<file path="src/sv/svd_pkg.sv">
// ---------------------------------------------------------------------------
// Spherize deformer package
// Shared widths, constants, cell data types and helpers.
// ---------------------------------------------------------------------------
package svd_pkg;

    localparam int FIELD_W         = 32;
    localparam int WEIGHT_W        = 17;
    localparam int RADIUS_W        = 31;
    localparam int CFG_IDX_W       = 2;
    localparam int CFG_DATA_W      = 32;
    localparam int COORD_WIDTH_DEF = 32;

    // One root bit per cell, one quotient bit per cell.
    localparam int SQRT_STEPS = 32;
    localparam int DIV_STEPS  = 33;

    localparam logic [WEIGHT_W-1:0] ONE_Q16    = 17'h10000;
    localparam logic [RADIUS_W-1:0] RADIUS_RST = 31'h10000;

    // Configuration register indexes.
    typedef enum logic [CFG_IDX_W-1:0] {
        REG_BULGE    = 2'd0,
        REG_RADIUS   = 2'd1,
        REG_ENVELOPE = 2'd2
    } cfg_reg_t;

    // State handed along the square root chain.
    typedef struct packed {
        logic [63:0] rad;
        logic [33:0] rem;
        logic [31:0] root;
    } sqrt_step_t;

    // State handed along a divider chain: partial remainder and a shift word
    // that holds the numerator bits still to come and the quotient so far.
    typedef struct packed {
        logic [31:0] rem;
        logic [32:0] low;
    } div_step_t;

    // Magnitude of a signed coordinate; the most negative value maps to 2^31.
    function automatic logic [31:0] mag32(logic signed [31:0] v);
        logic [31:0] neg;
        neg = 32'(-v);
        return v[31] ? neg : v;
    endfunction

endpackage

</file>
<file path="src/sv/svd_sqrt_cell.sv">
// ---------------------------------------------------------------------------
// Square root cell
// One digit step of the integer square root, registered.
// ---------------------------------------------------------------------------
module svd_sqrt_cell (
    input  logic                clk,
    input  logic                en,
    input  svd_pkg::sqrt_step_t d,
    output svd_pkg::sqrt_step_t q
);
    import svd_pkg::*;

    logic [35:0] rem_s;
    logic [35:0] trial;
    logic        ge;
    logic [35:0] diff;
    sqrt_step_t  q_next;
    sqrt_step_t  q_reg;

    // Bring in two radicand bits and try the next root bit.
    always_comb
    begin
        rem_s = {d.rem, d.rad[63:62]};
        trial = {2'b00, d.root, 2'b01};
        ge    = (rem_s >= trial);
        diff  = rem_s - trial;
        q_next.rem  = ge ? diff[33:0] : rem_s[33:0];
        q_next.root = {d.root[30:0], ge};
        q_next.rad  = {d.rad[61:0], 2'b00};
    end

    always_ff @(posedge clk)
    begin
        if (en)
        begin
            q_reg <= q_next;
        end
    end

    assign q = q_reg;

endmodule

</file>
<file path="config.mk">
export PLATFORM = sky130hd
export DESIGN_NAME = svd_sqrt_cell
export DESIGN_NICKNAME = d
export VERILOG_FILES = /design/src/sv/svd_pkg.sv /design/src/sv/svd_sqrt_cell.sv
export SDC_FILE = /design/constraint.sdc
export NUM_CORES = 1
export LEC_CHECK = 0
export ABC_AREA = 1
export BUFFER_PORTS_ARGS = -buffer_cell sky130_fd_sc_hd__buf_2
export CAP_MARGIN = 20
export CORE_AREA = 3 3 171 173
export CTS_BUF_LIST = sky130_fd_sc_hd__clkbuf_16
export DETAILED_ROUTE_END_ITERATION = 16
export DIE_AREA = 0 0 174 176
export GPL_TIMING_DRIVEN = 0
export SYNTH_ARGS = -nofsm -noshare
export SYNTH_HDL_FRONTEND = slang
export SYNTH_SLANG_ARGS = --single-unit
</file>
<file path="constraint.sdc">
create_clock -name clk -period 2 [get_ports clk]
set_clock_uncertainty 0.15 [all_clocks]
set_input_delay 0.1 -clock clk [delete_from_list [all_inputs] [get_ports clk]]
set_output_delay 0.1 -clock clk [all_outputs]
set_load 0.02 [all_outputs]
</file>
==> metrics.json <==
{
  "grt_pass1_vias": 6605,
  "num_vias": 6405,
  "dp_cells": 1414,
  "design.portCount": 262,
  "synth_cell_types": 25,
  "detailed_place.area_um2": 8705,
  "slew_headroom": 0.6358,
  "crit_start": "d[27]",
  "final_layout_size_suffix_gt1_frac": 0.3011,
  "timing.critical_path.slowest_cell_delay_ps": 360,
  "floorplan.initialDensity": 0.2483,
  "tritoncts_num_sinks": 128,
  "timing.critical_path.to_type": "flop",
  "design_power_total_uw": 8670,
  "grt_antenna_before_repair": 3,
  "leakage_uw": 0.005234,
  "cts_made_buffers": 17,
  "globalRouteTotalUtil": 0.1524,
  "max_slew.worst_pin.slew_ps": 546.2,
  "route.detailed.drc": 0,
  "critical_path.cell_chain": "buf_2 > inv_1 > ha_1 > inv_1 > o21ai_0 > a21oi_1 > a21oi_2 > nor2_1 > nand2_4 > inv_6 > buf_6 > nand2_1 > nand2_1",
  "synth_area_um2": 6898,
  "final_clock_period_utilization_by_the_worst_path": 0.9354,
  "clockBufferDepth": 2,
  "outcome": "finished clean",
  "wire_per_inst_um": 15.14,
  "vdd.ir_drop.worst_mv": 0.4241,
  "finalHoldViolCount": 0,
  "final_cells": 1579,
  "floorplan.rows": 61,
  "timing.final.setup_violations": 0,
  "first_iter_violations": 300,
  "drt_pass1_iterations": 4,
  "design.core.area_um2": 27780,
  "fin_setup_tns_ps": 0,
  "most-common-layout-cells": "sky130_fd_sc_hd__nand2_1, sky130_fd_sc_hd__buf_2, sky130_fd_sc_hd__inv_1, sky130_fd_sc_hd__dlygate4sd3_1, sky130_fd_sc_hd__edfxtp_1",
  "die-area_um2": 30620,
  "dr.max_layer_used": "met5",
  "route.met2.wl_um": 11330,
  "ys_ff_latch": 128,
  "critical_path_arrival_ps": 1890,
  "critPathRequiredTime_ps": 2020,
  "num-nets-final": 1352,
  "finalCriticalPeriod_ps": 1871,
  "syn_area_per_cell_um2": 8.900,
  "critPathKind": "in2reg",
  "flip_flop_count_of_the_largest_register_after_layout": 128,
  "gpl.final_weighted_congestion": 0.8349,
  "power_density_nw_per_um2": 791.9,
  "holdCritPathClass": "in2reg",
  "io_buffer_count": 259,
  "dp_hpwl_um": 17680,
  "grt_start_max_net_pins": 77,
  "met3RoutedLength_um": 1306,
  "synth.yosys.warnings": 0,
  "cts_tree": "done",
  "leading_cell_type_in_the_layout_fill_and_taps_excluded": "sky130_fd_sc_hd__nand2_1",
  "launching_element_type_of_the_critical_path": "input pin",
  "cts_htree_levels": 4,
  "critical_path_peak_fanout": 10,
  "route.final.wire_length_um": 23900,
  "die-height_um": 176,
  "detail_route.vias_per_cell": 4.056,
  "grt_overflow_total": 0,
  "clockRootBuffer": "sky130_fd_sc_hd__clkbuf_16",
  "met1_length_um": 10910,
  "final_slew_viol_count": 0,
  "worst_setup_hold_path_clk_slew_ps": 60,
  "finalInstanceArea_um2": 10950,
  "area.growth.synth_to_final_pct": 58.72,
  "syn_inst_count": 775,
  "fmax_ghz": 0.5345,
  "maxCapViolCount": 0,
  "synth-seq-area-share": 0.5572,
  "width_of_the_chip_um": 174,
  "slowest_stage": "sky130_fd_sc_hd__o21ai_0",
  "grt_first_pass_wirelength_um": 36140,
  "critPathCapture": "q[57]",
  "postRouteAntennaNets": 0
}
synth_stat cells:
library cell | number | area (µm²)
sky130_fd_sc_hd__nor2_1 | 49 | 183.9
sky130_fd_sc_hd__nor2_2 | 8 | 50.05
sky130_fd_sc_hd__nand3_1 | 38 | 190.2
sky130_fd_sc_hd__nand2_4 | 1 | 11.26
sky130_fd_sc_hd__nand2_1 | 288 | 1081
sky130_fd_sc_hd__edfxtp_1 | 128 | 3844
sky130_fd_sc_hd__nand4_1 | 6 | 37.54
sky130_fd_sc_hd__inv_1 | 139 | 521.8
sky130_fd_sc_hd__a21oi_1 | 25 | 125.1
sky130_fd_sc_hd__and2_1 | 3 | 18.77
sky130_fd_sc_hd__nand3b_1 | 4 | 30.03
sky130_fd_sc_hd__or2_2 | 1 | 6.260
sky130_fd_sc_hd__o21ai_0 | 13 | 65.06
sky130_fd_sc_hd__nand3_2 | 1 | 10.01
sky130_fd_sc_hd__xnor2_1 | 3 | 26.28
sky130_fd_sc_hd__xor2_1 | 15 | 131.4
sky130_fd_sc_hd__buf_4 | 5 | 37.54
sky130_fd_sc_hd__o21bai_1 | 3 | 22.52
sky130_fd_sc_hd__nor3_1 | 3 | 15.01
sky130_fd_sc_hd__inv_4 | 1 | 6.260
sky130_fd_sc_hd__buf_6 | 3 | 33.78
sky130_fd_sc_hd__ha_1 | 34 | 425.4
sky130_fd_sc_hd__nand2_2 | 2 | 12.51
sky130_fd_sc_hd__a21oi_2 | 1 | 8.760
sky130_fd_sc_hd__conb_1 | 1 | 3.750
metal layers:
layer  GRT usage  up-vias
met2      0.2634      190
met4     0.03787        2
met5           0        -
met1      0.1927     2898
met3     0.03613       18
li1            -     3297
layout make-up:
class	instances	area, µm²
multi-input combinational	500	2781
buffer	8	82.58
antenna	2	5.005
clock inverter	15	172.7
tap	378	473.0
clock buffer	17	425.4
inverter	140	530.5
fill	2816	16830
sequential	128	3844
timing repair buffer	391	2634
how the worst min path moves through the flow:
stage	slack, ps	from	end	cells after the start
floorplan	50	d[98]	q[100]	0
global placement	130	d[72]	q[74]	1
detailed placement	130	d[104]	q[106]	1
CTS	4	d[128]	q[32]	4
global route	50	d[128]	q[32]	4
finish	20	d[128]	q[32]	4
timing repair:
| action | CTS | global route |
|---|---|---|
| hold buffers | 128 | 0 |
| pin swaps | 1 | 6 |
| setup buffers | 2 | 1 |
| endpoints found under the hold margin | 132 | 0 |
| setup endpoints to repair | 31 | 34 |
| resized for setup | 6 | 49 |
power by group:
| part | internal (µW) | switching, µW | total [µW] |
|---|---|---|---|
| logic | 822 | 1260 | 2080 |
| clock network | 1880 | 1370 | 3260 |
| registers | 3270 | 61.0 | 3330 |
worst max-delay path: cells and delay by family:
kind / cells / cell delay, ps
and+or+nand+nor: 4 / 350
buffers and inverters: 5 / 400
AOI/OAI and AO/OA: 3 / 710
adders and majority gates: 1 / 320
through the flow:
| stage | setup WS (ps) | hold WS, ps | util |
|---|---|---|---|
| after floorplan | 97.85 | 48.87 | - |
| after global placement | -856.6 | 126.8 | 0.3121 |
| after detailed placement | -553.4 | 128.1 | 0.3133 |
| after CTS | 2.823 | 4.282 | 0.3822 |
| after global routing | -10.78 | 54.54 | 0.3941 |
| final | 129.2 | 15.85 | 0.3941 |
cells by family (layout without fill, tap and decap cells):
family                   count (synthesis)  in the layout  share of synthesized area
XOR/XNOR                                18             18                    0.02286
adder cells (fa/ha/maj)                 34             34                    0.06167
AO/OA/AOI/OAI                           42             42                    0.03211
flip-flops                             128            128                     0.5572
AND/OR/NAND/NOR                        404            404                     0.2387
other                                    1              4                  0.0005436
buffers and inverters                  148            571                    0.08689
Note: power is estimated with default switching activity, not from simulation.
