File: config.mk
export PLATFORM = sky130hd
export DESIGN_NAME = svd_div_cell
export DESIGN_NICKNAME = d
export VERILOG_FILES = /design/src/sv/svd_pkg.sv /design/src/sv/svd_div_cell.sv
export SDC_FILE = /design/constraint.sdc
export NUM_CORES = 1
export LEC_CHECK = 0
export ABC_AREA = 0
export ABC_CLOCK_PERIOD_IN_PS = 5200
export BUFFER_PORTS_ARGS = -buffer_cell sky130_fd_sc_hd__buf_2
export CAP_MARGIN = 40
export CORE_ASPECT_RATIO = 1.25
export CORE_UTILIZATION = 30
export DETAILED_ROUTE_END_ITERATION = 16
export SETUP_SLACK_MARGIN = 0.3
export SLEW_MARGIN = 0
export SYNTH_ARGS = -nofsm -noshare
export SYNTH_HDL_FRONTEND = slang
export SYNTH_SLANG_ARGS = --single-unit
File: constraint.sdc
create_clock -name clk -period 5.2 [get_ports clk]
set_clock_uncertainty 0.2 [all_clocks]
set_input_delay 1.04 -clock clk [delete_from_list [all_inputs] [get_ports clk]]
set_output_delay 1.04 -clock clk [all_outputs]
set_load 0.01 [all_outputs]
File: src/sv/svd_pkg.sv
// ---------------------------------------------------------------------------
// Spherize deformer package
// Shared widths, constants, cell data types and helpers.
// ---------------------------------------------------------------------------
package svd_pkg;

    localparam int FIELD_W         = 32;
    localparam int WEIGHT_W        = 17;
    localparam int RADIUS_W        = 31;
    localparam int CFG_IDX_W       = 2;
    localparam int CFG_DATA_W      = 32;
    localparam int COORD_WIDTH_DEF = 32;

    // One root bit per cell, one quotient bit per cell.
    localparam int SQRT_STEPS = 32;
    localparam int DIV_STEPS  = 33;

    localparam logic [WEIGHT_W-1:0] ONE_Q16    = 17'h10000;
    localparam logic [RADIUS_W-1:0] RADIUS_RST = 31'h10000;

    // Configuration register indexes.
    typedef enum logic [CFG_IDX_W-1:0] {
        REG_BULGE    = 2'd0,
        REG_RADIUS   = 2'd1,
        REG_ENVELOPE = 2'd2
    } cfg_reg_t;

    // State handed along the square root chain.
    typedef struct packed {
        logic [63:0] rad;
        logic [33:0] rem;
        logic [31:0] root;
    } sqrt_step_t;

    // State handed along a divider chain: partial remainder and a shift word
    // that holds the numerator bits still to come and the quotient so far.
    typedef struct packed {
        logic [31:0] rem;
        logic [32:0] low;
    } div_step_t;

    // Magnitude of a signed coordinate; the most negative value maps to 2^31.
    function automatic logic [31:0] mag32(logic signed [31:0] v);
        logic [31:0] neg;
        neg = 32'(-v);
        return v[31] ? neg : v;
    endfunction

endpackage

File: src/sv/svd_div_cell.sv
// ---------------------------------------------------------------------------
// Divider cell
// One restoring division step, producing one quotient bit, registered.
// ---------------------------------------------------------------------------
module svd_div_cell (
    input  logic               clk,
    input  logic               en,
    input  logic [31:0]        divisor,
    input  svd_pkg::div_step_t d,
    output svd_pkg::div_step_t q
);
    import svd_pkg::*;

    logic [32:0] rem_s;
    logic [32:0] diff;
    logic        ge;
    div_step_t   q_next;
    div_step_t   q_reg;

    // Shift in the next numerator bit and subtract the divisor if it fits.
    always_comb
    begin
        rem_s = {d.rem, d.low[32]};
        diff  = rem_s - {1'b0, divisor};
        ge    = (rem_s >= {1'b0, divisor});
        q_next.rem = ge ? diff[31:0] : rem_s[31:0];
        q_next.low = {d.low[31:0], ge};
    end

    always_ff @(posedge clk)
    begin
        if (en)
        begin
            q_reg <= q_next;
        end
    end

    assign q = q_reg;

endmodule

==> reports/qor.csv, run 1 <==
metric,value,unit
crit_fanout,30,
dieArea,14750,sq um
whs,688.2,ps
fin_setup_tns,0,ps
post_cts_buffers,0,
grt_pass1_wl,17310,microns
antenna_found_initial,0,
critPathCaptureType,register,
synth-edff-count,65,
num_rows,48,
slew_headroom,52.17,%
clkPwrFrac,38.1,%
final_nets,716,
finish.utilization,40.24,%
htree_levels,3,
worst_slew_pin_slew,715.6,ps
initial_core_util,30.84,%
postPlaceCellArea,5239,sq um
drcViolationCount,0,
cp_slowest_cell,o21a_2,
worst_ir_drop_vdd,0.1405,mV
gp_congestion,0.8240,
track_usage,15.25,%
power_density,330.0,nW/um^2
synth-warning-count,0,
synth_nets,556,
final_area,5583,sq um
grt_overflow,0,
p_seq_share,36.5,%
p_comb_share,25.3,%
drive_above_1_share,33.28,%
ant_nets,0,
grt_pass1_vias,3648,
post_cts_resized,0,
hpwl,8755,microns
port_buffers,163,
stdcell_count,764,
whs_endpoint,q[30],
layout_setup_ws,1174,ps
die_x,108.8,microns
rsz0062_at_grt,false,
dp_cells,748,
yosys-top-cells-area,"edfxtp_1 (46%), ha_1 (9.4%), a21oi_1 (6.3%), inv_1 (4.0%), xnor2_1 (3.3%)",
p_sw,0.5055,mW
via_per_inst,4.745,
finalSetupViolations,0,
yosys_most_used_dff,edfxtp_1,
largest_register_ffs,65,
grt_max_degree,42,
clk_pin_slew,60,ps
clock-root-buffer,clkbuf_16,
wl,11000,microns
internal_power,1.337,mW
path_cells,buf_2 -> inv_1 -> ha_1 -> and3_1 -> nand4_1 -> nor4b_1 -> a21o_1 -> o21a_2 -> buf_12 -> mux2_4,
yosys-top-cells-count,"edfxtp_1 (65), a21oi_1 (54), inv_1 (46)",
arrival,3900,ps
cts_tree,done,
cp_top_family,simple AND/OR/NAND/NOR gates,
dr.first_iter.drc_count,149,
synth.most_common_cell,edfxtp_1,
io_pins,164,
yosysSeqAreaShare,45.61,%
hp-start,d[29],
syn_inst,424,
worstSetupPathType,input pin to register,
timing.final.crit_period,4026,ps
cts_hold_buf,0,
numCtsBuffers,9,
synth-seq-cells,65,
fin_crit_sh,77.43,%
synth_top_area_share,45.61,%
firstDrtPassIters,5,
wl_per_cell,14.40,microns
synthArstFlopShare,0,%
diodes,0,
clockBufferDepth,2,
syn_area_per_cell,10.09,sq um
fmax,0.2484,GHz
vias,3625,
hold_class,input pin to register,
status,completed,
yosysUniqueCellTypes,49,
yosysTopAreaCell,edfxtp_1,
whs_path_depth,1,
max_cap_violations,0,
die_y,135.5,microns
p_leak,2.573,nW
core-area,13870,sq um
required,5080,ps
finalHoldViolCount,0,
cp_slowest_stage_delay,560,ps
start_kind,input pin,
path_buf_inv,3,
slew_viol_final,0,
cts.sinks,65,
power,1.842,mW
p_sw_share,27.44,%
areaGrowthSynthToFinish,30.47,%
synth_area,4279,sq um
dp_slack,852.1,ps
-- how the worst max path moves through the flow --
stage	from	end	slack [ps]	cells after the start
floorplan	divisor[23]	q[37]	1590	11
global route	divisor[23]	q[37]	950	10
detailed placement	d[55]	q[57]	850	9
global placement	d[42]	q[37]	980	10
CTS	divisor[23]	q[57]	1170	10
finish	divisor[23]	q[57]	1170	10
-- cell type report --
| cell class | instances | area, sq um |
|---|---|---|
| clock buffer | 10 | 229.0 |
| clock inverter | 6 | 115.1 |
| fill | 1391 | 8290 |
| inverter | 46 | 172.7 |
| multi-input combinational | 296 | 2044 |
| sequential | 65 | 1952 |
| tap | 175 | 219.0 |
| timing repair buffer | 166 | 850.8 |
-- per-layer routing --
layer / share of wire [%] / track usage (%) / vias up
li1: - / - / 1853
met1: 44 / 18.47 / 1640
met2: 49 / 26.09 / 122
met3: 5.9 / 3.944 / 10
met4: 1.1 / 4.955 / 0
met5: 0 / 0 / -
-- cells by family (layout without fill, tap and decap cells) --
kind of cell	Yosys count	count (layout)	share of synthesized area (%)
compound gates	120	120	17.11
xor+xnor	26	26	5.321
flops	65	65	45.61
buf+inv	63	228	6.637
simple gates	107	107	12.22
fa+ha+maj	33	33	9.824
mux	10	10	3.275
-- placed cells by master, fill, tap and decap left out, types with 8 or more instances in the layout --
master / synthesis / final
buf_2: 5 / 163
edfxtp_1: 65 / 65
a21oi_1: 54 / 54
inv_1: 46 / 46
nor2_1: 37 / 37
ha_1: 32 / 32
nand2_1: 24 / 24
o21ai_0: 17 / 17
xnor2_1: 16 / 16
xor2_1: 10 / 10
clkbuf_16: 0 / 9
nand3_1: 8 / 8
nand4_1: 8 / 8
a21o_1: 8 / 8
mux2_4: 8 / 8
-- power by group through the flow --
stage	registers [mW]	logic [mW]	clock network [mW]
after floorplan	0.722	0.267	0
after global placement	0.685	0.463	0
after detailed placement	0.684	0.467	0
after CTS	0.674	0.471	0.719
after global routing	0.681	0.520	0.744
final	0.673	0.467	0.702
No activity file was read; power rests on OpenSTA's default activity.
==> inputs of run 2 (changes only) <==
Settings changed: ABC_AREA 0 to 1, ABC_CLOCK_PERIOD_IN_PS 5200 to 3300.
Clock period 5.2 ns to 3.3 ns, I/O delays scaled along.
==> run 2 against run 1 <==
  * Core utilization decreased by 0.50 points
  * Non-clock buffer count grew 20
  * Total power grew 59%
  * Sequential share of layout area decreased by 5.7 points
  * Largest cell class unchanged
==> reports/qor.csv, run 2 <==
metric,value,unit,change
syn_inst,717,,+69%
gp_congestion,0.9052,,+9.9%
p_sw_share,31.08,%,+3.6 points
drcViolationCount,0,,unchanged
yosysUniqueCellTypes,29,,-41%
layout_setup_ws,505.1,ps,-668.6 ps
synth-edff-count,65,,unchanged
wl_met3,675,microns,+4.3%
port_buffers,163,,unchanged
final_cell_mix,"nand2_1 (276), buf_2 (163), inv_1 (149), edfxtp_1 (65), nand3_1 (52)",,
crit_start,divisor[23],,
synth.most_common_cell,nand2_1,,
p_sw,0.9087,mW,+80%
start_kind,input pin,,
yosys_most_used_dff,edfxtp_1,,
synth-warning-count,0,,unchanged
clkPwrFrac,35.9,%,-2.2 points
power_density,438.5,nW/um^2,+33%
crit_cells,13,,+3
crit_fanout,35,,+17%
grt_max_degree,66,,+57%
critPathCaptureType,register,,
required,3170,ps,-1910 ps
syn_area_per_cell,7.177,sq um,-29%
htree_levels,3,,unchanged
cp_slowest_stage_delay,470,ps,-90 ps
fin_setup_tns,0,ps,unchanged
hold_class,input pin to register,,
finalHoldViolCount,0,,unchanged
dr.first_iter.drc_count,208,,+40%
cts_tree,done,,
fillers,1811,,+30%
worst_path_most_repeated_cell,nand2_1,,
m1WireLength,6083,microns,+25%
vias,4883,,+35%
largest_register_ffs,65,,unchanged
initial_core_util,30.67,%,-0.17 points
io_pins,164,,unchanged
clockBufferDepth,2,,unchanged
synth_top_area_share,37.93,%,-7.7 points
dieArea,17680,sq um,+20%
core-area,16780,sq um,+21%
p_comb_share,28.2,%,+2.9 points
antenna_found_initial,0,,unchanged
slew_viol_final,0,,unchanged
path_buf_inv,4,,+1
wl,14780,microns,+34%
power,2.924,mW,+59%
grt_pass1_wl,23160,microns,+34%
post_cts_resized,0,,unchanged
fin_crit_sh,84.70,%,
die_y,148.4,microns,+9.5%
synth-seq-cells,65,,unchanged
p_leak,3.703,nW,+44%
synth_area,5146,sq um,+20%
track_usage,17.03,%,+1.8 points
synthArstFlopShare,0,%,unchanged
yosys-top-cells-area,"edfxtp_1 (38%), nand2_1 (20%), inv_1 (11%), ha_1 (7.8%), nand3_1 (5.1%)",,
drive_above_1_share,25.74,%,-7.5 points
rsz0062_at_grt,false,,
path_cells,buf_2 -> inv_1 -> ha_1 -> nand2_1 -> inv_1 -> nand2_1 -> nand2_1 -> inv_1 -> a21oi_1 -> nor2_4 -> nand2_8 -> nand2_1 -> o21ai_0,,
grt_pass1_vias,4838,,+33%
worst_slew_pin_slew,879.1,ps,+163.5 ps
diodes,0,,unchanged
worst_ir_drop_vdd,0.2287,mV,+63%
cts.sinks,65,,unchanged
arrival,2670,ps,-1230 ps
ant_nets,0,,unchanged
cp_slowest_cell,nor2_4,,
whs,296.7,ps,-391.4 ps
p_seq_share,35.9,%,-0.6 points
via_per_inst,4.325,,-8.8%
clock-root-buffer,clkbuf_16,,
cp_top_family,simple AND/OR/NAND/NOR gates,,
synth_nets,849,,+53%
num_rows,53,,+10%
max_cap_violations,0,,unchanged
wl_per_cell,13.09,microns,-9.1%
highest_layer,met4,,
dr_wl_met2,7848,microns,+47%
hpwl,11790,microns,+35%
areaGrowthSynthToFinish,29.56,%,
slew_headroom,41.39,%,-11 points
yosysSeqAreaShare,37.93,%,-7.7 points
cts_hold_buf,0,,unchanged
firstDrtPassIters,4,,-1
finalSetupViolations,0,,unchanged
dp_slack,209.4,ps,-642.8 ps
final_nets,1036,,+45%
grt_overflow,0,,unchanged
fmax,0.3578,GHz,
numCtsBuffers,9,,unchanged
timing.final.crit_period,2795,ps,
yosys-top-cells-count,"nand2_1 (276), inv_1 (149), edfxtp_1 (65)",,
final_common_cell,nand2_1,,
worstSetupPathType,input pin to register,,
clk_pin_slew,60,ps,about the same
die_x,119.1,microns,+9.5%
internal_power,2.015,mW,+51%
yosysTopAreaCell,edfxtp_1,,
endpoint,q[34],,
status,completed,,
post_cts_buffers,0,,unchanged
## run 2: cell types whose count changed after synthesis, moves of 15 or more
cell,delta
xnor2_1,-15
nand2_1,+252
nand3_1,+44
o21ai_0,-15
nand3_2,+16
a21oi_1,-33
inv_1,+103
## run 2: power by group through the flow
stage / registers [mW] / clock network, mW / logic [mW]
global placement: 1.07 / 0 / 0.814
floorplan: 1.12 / 0 / 0.455
CTS: 1.05 / 1.08 / 0.833
detailed placement: 1.07 / 0 / 0.830
global route: 1.06 / 1.11 / 0.931
finish: 1.05 / 1.05 / 0.823
## run 2: layer usage
layer | GRT usage, % | vias up
li1 | - | 2597
met1 | 18.86 | 2166
met2 | 32.76 | 109
met3 | 2.952 | 11
met4 | 5.000 | 0
met5 | 0 | -
## run 2: stage by stage
stage                     util (%)  instance area (sq um)  std cells
after CTS                    39.74                   6668       1129
after floorplan                  -                   5146        717
final                        39.74                   6668       1129
after detailed placement     37.84                   6349       1113
after global routing         39.74                   6668       1129
after global placement       37.68                   6321       1112
## run 2: kinds of logic (layout without fill, tap and decap cells)
family                     after synthesis  count (layout)  synth area share (%)
and+or+nand+nor                        419             419                 36.47
buffers and inverters                  162             354                 12.67
DFF                                     65              65                 37.93
adders and majority gates               33              33                 8.169
AOI/OAI and AO/OA                       24              24                 2.383
xor gates and xnor gates                14              14                 2.383
## run 2: how the worst min path moves through the flow
stage,start,endpoint,slack (ps),cells after the start
final,d[23],q[24],300,1
after global routing,d[28],q[29],280,1
after floorplan,d[9],q[10],560,0
after CTS,d[23],q[24],290,1
after detailed placement,d[28],q[29],640,1
after global placement,d[4],q[5],640,1
## run 2: cell type report
type / count / area [sq um] / share of cell area [%]
Timing Repair Buffer: 186 / 1008 / 15.12
Tap cell: 220 / 275.3 / 4.128
Sequential cell: 65 / 1952 / 29.27
Inverter: 152 / 570.5 / 8.557
Clock inverter: 7 / 93.84 / 1.407
Clock buffer: 9 / 225.2 / 3.378
Multi-Input combinational cell: 490 / 2542 / 38.13
==> inputs of run 3 (changes only) <==
Settings changed: ABC_CLOCK_PERIOD_IN_PS 3300 to 2400.
Clock period 3.3 ns to 2.4 ns, I/O delays scaled along.
==> run 3 against run 2 <==
  * Global-route usage grew 0.69 points
  * Setup slack lost 230 ps
  * Largest cell class unchanged
  * Total power grew 53%
  * Design area grew 21%
  * Worst hold slack lost 180 ps
  * Final cell count grew 4.3%
  * Clock power grew 40%
  * Flip-flop and latch count is the same
  * Critical endpoint unchanged
  * Clock-buffer cell count is the same
==> reports/qor.csv, run 3 (synthesis gave the netlist of run 2 again) <==
metric,value,unit,change
status,completed,,
p_leak,4.125,nW,+11%
whs,113.5,ps,-183.2 ps
antenna_found_initial,0,,unchanged
numCtsBuffers,9,,unchanged
worst_ir_drop_vdd,0.2953,mV,+29%
max_cap_violations,0,,unchanged
grt_overflow,0,,unchanged
start_kind,input pin,,
wl,16500,microns,+12%
port_buffers,163,,unchanged
hpwl,12700,microns,+7.8%
fillers,1705,,-5.9%
final_nets,1084,,+4.6%
final_common_cell,nand2_1,,
required,2290,ps,-880 ps
areaGrowthSynthToFinish,56.33,%,
initial_core_util,30.67,%,unchanged
fin_crit_sh,88.42,%,
num_rows,53,,unchanged
largest_register_ffs,65,,unchanged
clock-root-buffer,clkbuf_16,,
seqCellArea,1952,sq um,unchanged
postPlaceCellArea,7062,sq um,+11%
grt_max_degree,28,,-58%
worstSetupPathType,input pin to register,,
clockBufferDepth,2,,unchanged
via_per_inst,4.365,,+0.93%
dieArea,17680,sq um,unchanged
die_x,119.1,microns,unchanged
hold_class,input pin to register,,
dr.first_iter.drc_count,247,,+19%
clk_pin_slew,60,ps,about the same
multi_input_area,3406,sq um,+34%
power_density,555.2,nW/um^2,+27%
worst_slew_pin_slew,545.8,ps,-333.3 ps
timing.final.crit_period,2122,ps,
fmax,0.4712,GHz,
wl_per_cell,14.02,microns,+7.1%
finalHoldViolCount,0,,unchanged
htree_levels,3,,unchanged
vias,5138,,+5.2%
power,4.466,mW,+53%
core-area,16780,sq um,unchanged
diodes,0,,unchanged
slew_viol_final,0,,unchanged
grt_pass1_wl,24410,microns,+5.4%
arrival,2020,ps,-650 ps
track_usage,17.73,%,+0.69 points
drcViolationCount,0,,unchanged
io_pins,164,,unchanged
final_cell_mix,"nand2_1 (217), buf_2 (157), inv_1 (117), edfxtp_1 (65), buf_4 (61)",,
gp_congestion,0.8905,,-1.6%
critPathCaptureType,register,,
slew_headroom,63.61,%,+22 points
grt_pass1_vias,4926,,+1.8%
finalSetupViolations,0,,unchanged
final_area,8045,sq um,+21%
ant_nets,0,,unchanged
rsz0062_at_grt,true,,
crit_fanout,7,,-80%
cts.sinks,65,,unchanged
die_y,148.4,microns,unchanged
firstDrtPassIters,5,,+1
cts_tree,done,,
drive_above_1_share,46.50,%,+21 points
[run 3: cell count changes in the layout (fill, tap and decap cells not counted), moves of 9 or more]
cell and delta:
nand3_1 -9, nand2_4 +18, nand2_2 +41, nand2_1 -59, ha_4 +32, inv_2 +30, inv_1 -32, ha_1 -32
nor2_2 +9, nor2_1 -14, buf_4 +39
[run 3: final timing paths]
| kind | slack [ps] | end | depth (start not counted) | from |
|---|---|---|---|---|
| setup / recovery | 280 | q[34] | 12 | d[38] |
| hold / removal | 110 | q[12] | 1 | d[11] |
[run 3: through the flow]
| step | worst slack, ps | utilization (%) | TNS (ps) | std cells |
|---|---|---|---|---|
| finish | 277.8 | 47.95 | 0 | 1177 |
| floorplan | 230.2 | - | 0 | 717 |
| CTS | 297.1 | 44.22 | 0 | 1160 |
| global placement | -133.0 | 42.09 | -3521 | 1143 |
| detailed placement | -128.8 | 42.09 | -3521 | 1143 |
| global route | 224.3 | 47.95 | 0 | 1177 |
[run 3: worst max-delay path: stages]
cell and delay, ps:
buf_2 120, ha_4 310, nand2_4 80, nor2_4 160
nand3_2 110, nand3_4 120, nand2_4 70, nand2_4 80
nand2_4 90, nand2_8 130, clkbuf_16 180, o21ai_2 60
[run 3: metal layers]
| layer | vias up | track usage [%] | routed length (microns) |
|---|---|---|---|
| met2 | 119 | 31.95 | 8481 |
| met1 | 2306 | 21.56 | 7043 |
| li1 | 2691 | - | - |
| met3 | 22 | 2.837 | 631 |
| met4 | 0 | 5.190 | 340 |
| met5 | - | 0 | 0 |
[run 3: power breakdown]
group	internal [mW]	switching [mW]	total (mW)	leakage (nW)
logic	0.695	0.858	1.55	3.33
clock network	0.919	0.551	1.47	0.160
registers	1.41	0.0295	1.44	0.636
[run 3: timing repair]
| action | in CTS | in global routing |
|---|---|---|
| hold buffers | 0 | 0 |
| gates cloned | 0 | 4 |
| setup buffers | 1 | 13 |
| setup endpoints to repair | 32 | 33 |
| resized for setup | 9 | 142 |
| pin swaps | 3 | 40 |
[run 3: layout make-up]
class	instances	share of cell area, %
Timing Repair Buffer	234	18.76
Clock buffer	9	2.799
Clock inverter	7	1.244
Sequential cell	65	24.26
Tap cell	220	3.421
Multi-Input combinational cell	490	42.33
Inverter	152	7.185
